### src/hw/rtl/mbe_pkg.sv
// Shared types and constants for the escape test block
package mbe_pkg;

    localparam int FRAC_BITS_DEF = 28;
    localparam int IN_WIDTH      = 30;
    localparam int LIMIT_W       = 10;
    localparam int GRAY_W        = 8;
    localparam int MUL_DIGIT     = 32;

    localparam logic [LIMIT_W-1:0] LIMIT_RESET  = 10'd100;
    localparam logic [GRAY_W-1:0]  GRAY_ESCAPED = 8'd0;
    localparam logic [GRAY_W-1:0]  GRAY_INSIDE  = 8'd255;

    typedef enum logic [1:0] {
        ST_IDLE,
        ST_MUL,
        ST_CHECK
    } t_state;

    typedef struct packed {
        logic load;
        logic mul_start;
        logic update;
    } t_dp_cmd;

    typedef struct packed {
        logic mul_last;
        logic sq_escape;
        logic bound_escape;
    } t_dp_status;

endpackage

### src/hw/rtl/mbe_mul.sv
// Digit-serial unsigned multiplier, most significant digit of b first
module mbe_mul
    import mbe_pkg::*;
#(
    parameter int MW  = 30,
    parameter int DIG = MUL_DIGIT
) (
    input  logic            i_clk,
    input  logic            i_rst_n,
    input  logic            i_start,
    input  logic [MW-1:0]   i_a,
    input  logic [MW-1:0]   i_b,
    output logic            o_last,
    output logic [2*MW-1:0] o_prod
);

    localparam int NDIG = (MW + DIG - 1) / DIG;
    localparam int BW   = NDIG * DIG;
    localparam int PW   = 2 * MW;
    localparam int SW   = BW + MW;
    localparam int CW   = $clog2(NDIG + 1);

    logic [MW-1:0]     r_a;
    logic [BW-1:0]     r_b;
    logic [PW-1:0]     r_acc;
    logic [CW-1:0]     r_cnt;
    logic              r_busy;
    logic [MW+DIG-1:0] w_pp;
    logic [SW-1:0]     w_sum;

    assign w_pp   = r_a * r_b[BW-1 -: DIG];
    assign w_sum  = (SW'(r_acc) << DIG) + SW'(w_pp);
    assign o_last = r_busy && (r_cnt == CW'(NDIG - 1));
    assign o_prod = r_acc;

    always_ff @(posedge i_clk) begin
        if (!i_rst_n) begin
            r_busy <= 1'b0;
            r_cnt  <= '0;
        end else if (i_start) begin
            r_busy <= 1'b1;
            r_cnt  <= '0;
        end else if (r_busy) begin
            r_cnt <= r_cnt + 1'b1;
            if (o_last) begin
                r_busy <= 1'b0;
            end
        end
    end

    always_ff @(posedge i_clk) begin
        if (i_start) begin
            r_a   <= i_a;
            r_b   <= BW'(i_b);
            r_acc <= '0;
        end else if (r_busy) begin
            r_acc <= w_sum[PW-1:0];
            r_b   <= r_b << DIG;
        end
    end

endmodule

### config.mk
export PLATFORM = sky130hd
export DESIGN_NAME = mbe_mul
export DESIGN_NICKNAME = d
export VERILOG_FILES = /design/src/hw/rtl/mbe_pkg.sv /design/src/hw/rtl/mbe_mul.sv
export SDC_FILE = /design/constraint.sdc
export NUM_CORES = 2
export LEC_CHECK = 0
export ABC_CLOCK_PERIOD_IN_PS = 6700
export BUFFER_PORTS_ARGS = -buffer_cell sky130_fd_sc_hd__buf_2
export CAP_MARGIN = 20
export CORE_ASPECT_RATIO = 0.8
export CORE_MARGIN = 3
export CORE_UTILIZATION = 42
export CTS_BUF_LIST = sky130_fd_sc_hd__clkbuf_2 sky130_fd_sc_hd__clkbuf_4 sky130_fd_sc_hd__clkbuf_8
export DETAILED_ROUTE_END_ITERATION = 12
export GPL_ROUTABILITY_DRIVEN = 0
export PLACE_DENSITY = 0.58
export SLEW_MARGIN = 0
export SYNTH_ARGS = -nofsm -noshare
export SYNTH_HDL_FRONTEND = slang
export SYNTH_SLANG_ARGS = --single-unit
### constraint.sdc
create_clock -name i_clk -period 6.7 [get_ports i_clk]
set_clock_uncertainty 0.05 [all_clocks]
set_input_delay 0.335 -clock i_clk [delete_from_list [all_inputs] [get_ports i_clk]]
set_output_delay 0.335 -clock i_clk [all_outputs]
set_load 0.03 [all_outputs]
==> impl_metrics.ini <==
[grt]
grt_pass1_wl_mm = 163
antenna_found_initial = 6
grt-ovfl-total = 0
grt_pass1_vias = 27753
gr-usage-all-layers = 0.251
grt_max_degree = 54

[worst_setup_path]
cp_data_required_time_ns = 7.11
crit_path_max_incr_delay_ns = 0.55
cp_max_fo = 6
worst_setup_path_end_kind = flop
crit_path_top_delay_cell = fa_1
setup.worst_path.start = r_b[5]
crit_path_start_kind = flop
cp_common_cell = fa_1
timing.rr.start = r_b[5]
crit_arrival_ns = 7.93
path_class = reg2reg

[clock_tree]
cts_root_buffer = clkbuf_8
cts_num_sinks = 122
clk_pin_slew_worst_paths_ns = 0.11
cts_inserted_buffers = 17
htreeDepth = 4
clk_latency_ns = 0.59
cts_tree = yes
clk_path_buf_depth = 2

[sta]
tightest_slew_ns = 0.776
rsz0062_at_grt = yes
slew_viol_final = 0
relSlewSlack = 0.482
setup_slack_ns = -0.822
timing.final.crit_share = 1.12
setup_violations = 45
timing_hold_violations_final = 0
min_period_ns = 7.52
timing.fmax_ghz = 0.133

[floorplan]
ios = 124
die_w_um = 327
die-area_um2 = 85900
dieHeight_um = 263
core_um2 = 81100
initial_core_util = 0.427
num_rows = 93

[placement]
place_ws_ns = -0.949
dp.cells = 5155
dp_hpwl_mm = 87.5
place_area_um2 = 39500
port_buffers = 123

[yosys]
synth-edff-count = 60
synth.area.top_cells = fa_1 47%, inv_1 9.9%, and2_1 9.4%
ys_top_cells_by_count = 913 x inv_1, 808 x fa_1, 520 x and2_1
avgSynthCellArea_um2 = 9.22
netlist.area_leader.share = 0.468
ys_seq_elements = 122
post-synth-top-area-cell = fa_1
syn-instance-count = 3751
syn-cell-area_um2 = 34600
synthArstFlopShare = 0
synth-seq-area-share = 0.0880
ys_warn_count = 0
yosysMostFrequentCell = inv_1
syn-num-nets = 4879
synth_ff_type = dfxtp_1
synth_cell_types = 65

[cells_and_area]
final_cell_area_um2 = 42100
area_growth_pct = 21.7
finalNonFillerCells = 5309
drive_above_1_share = 0.194
finish.utilization = 0.519
final_net_count = 5325

[detailed_routing]
drtIter0Drc = 1525
avgViaCountPerCell = 4.91
drc_errors = 0
vias = 26093
antenna_left = 0
drt_wl_total_mm = 105
first_pass_iters = 5
wl_per_cell_um = 19.8

[status]
outcome = complete, but fails checks
failed_checks = negative setup slack

[hold_path]
worstHoldStart = i_b[3]
worstHoldPathType = in2reg

[job]
maxCapViolations = 0
==> critical path: cells and delay by family (launching register included) <==
kind,cells,cell delay (ns)
AOI/OAI and AO/OA,5,1.16
buffers and inverters,8,0.64
DFF,1,0.47
adders and majority gates,9,4.12
and+or+nand+nor,4,0.79
xor gates and xnor gates,1,0.14
==> through the flow <==
| stage | hold slack [ns] | setup TNS, ns |
|---|---|---|
| after floorplan | 0.384 | -7.95 |
| after global placement | 0.386 | -26.14 |
| after detailed placement | 0.391 | -28.14 |
| after CTS | 0.0566 | -24.89 |
| after global routing | 0.109 | -34.92 |
| final | 0.143 | -25.37 |
==> flip-flops by register name (all words and copies together), names as in the netlist <==
| register | count |
|---|---|
| o_prod | 60 |
| r_a | 30 |
| r_b | 30 |
| r_busy | 1 |
| r_cnt | 1 |
==> logic make-up (layout without fill, tap and decap cells) <==
| family | count (synthesis) | after routing | share of synthesized area |
|---|---|---|---|
| buffers and inverters | 1124 | 1583 | 0.122 |
| muxes | 27 | 27 | 0.00781 |
| other | 0 | 7 | 0 |
| adders and majority gates | 1065 | 1065 | 0.561 |
| and+or+nand+nor | 1131 | 1131 | 0.165 |
| AOI/OAI and AO/OA | 231 | 231 | 0.0432 |
| xor gates and xnor gates | 51 | 51 | 0.0129 |
| DFF | 122 | 122 | 0.0880 |
==> final timing paths <==
check	end	slack, ns	cells past startpoint
max reg2reg	o_prod[39]	-0.82	27
min	r_b[3]	0.14	2
min reg2reg	o_prod[43]	0.40	2
max	o_prod[39]	-0.82	27
==> layout make-up <==
class	count	area [um^2]
fill	7583	39000
multi-input combinational	2505	28300
timing repair buffer	638	5500
inverter	913	3430
sequential	122	3040
tap	1092	1370
clock buffer	18	248
clock inverter	14	169
antenna	7	17.5
==> per-layer routing <==
| metal | share of wire | up-vias | GRT usage |
|---|---|---|---|
| li1 | - | 11814 | - |
| met2 | 0.46 | 664 | 0.389 |
| met3 | 0.066 | 124 | 0.0551 |
| met1 | 0.45 | 13489 | 0.351 |
| met4 | 0.029 | 2 | 0.0788 |
| met5 | 0.00012 | - | 0 |
==> layout by cell type, fill, tap and decap left out, drive strengths merged, types with 10 or more instances in the layout <==
cell and count:
xnor2 27, fa 808, nand2 466, and2 522, o21ai 47, mux2i 27, a21oi 74, edfxtp 60
inv 924, clkbuf 19, buf 579, nand4 10, nor3 14, o21bai 16, nand3 25, nor2 63
xor2 24, a21o 29, dlygate4sd3 58, dfxtp 62, ha 257
==> repair_timing <==
| action | in CTS | in global routing |
|---|---|---|
| pin swaps | 105 | 110 |
| resized for setup | 138 | 133 |
| hold endpoints to repair | 59 | 0 |
| buffers inserted | 27 | 32 |
| setup endpoints to repair | 43 | 46 |
| gates cloned | 3 | 1 |
| hold buffers | 58 | 0 |
Power is not shown: default switching activity piles up to over one toggle a cycle in this logic, so the estimate is an artifact.
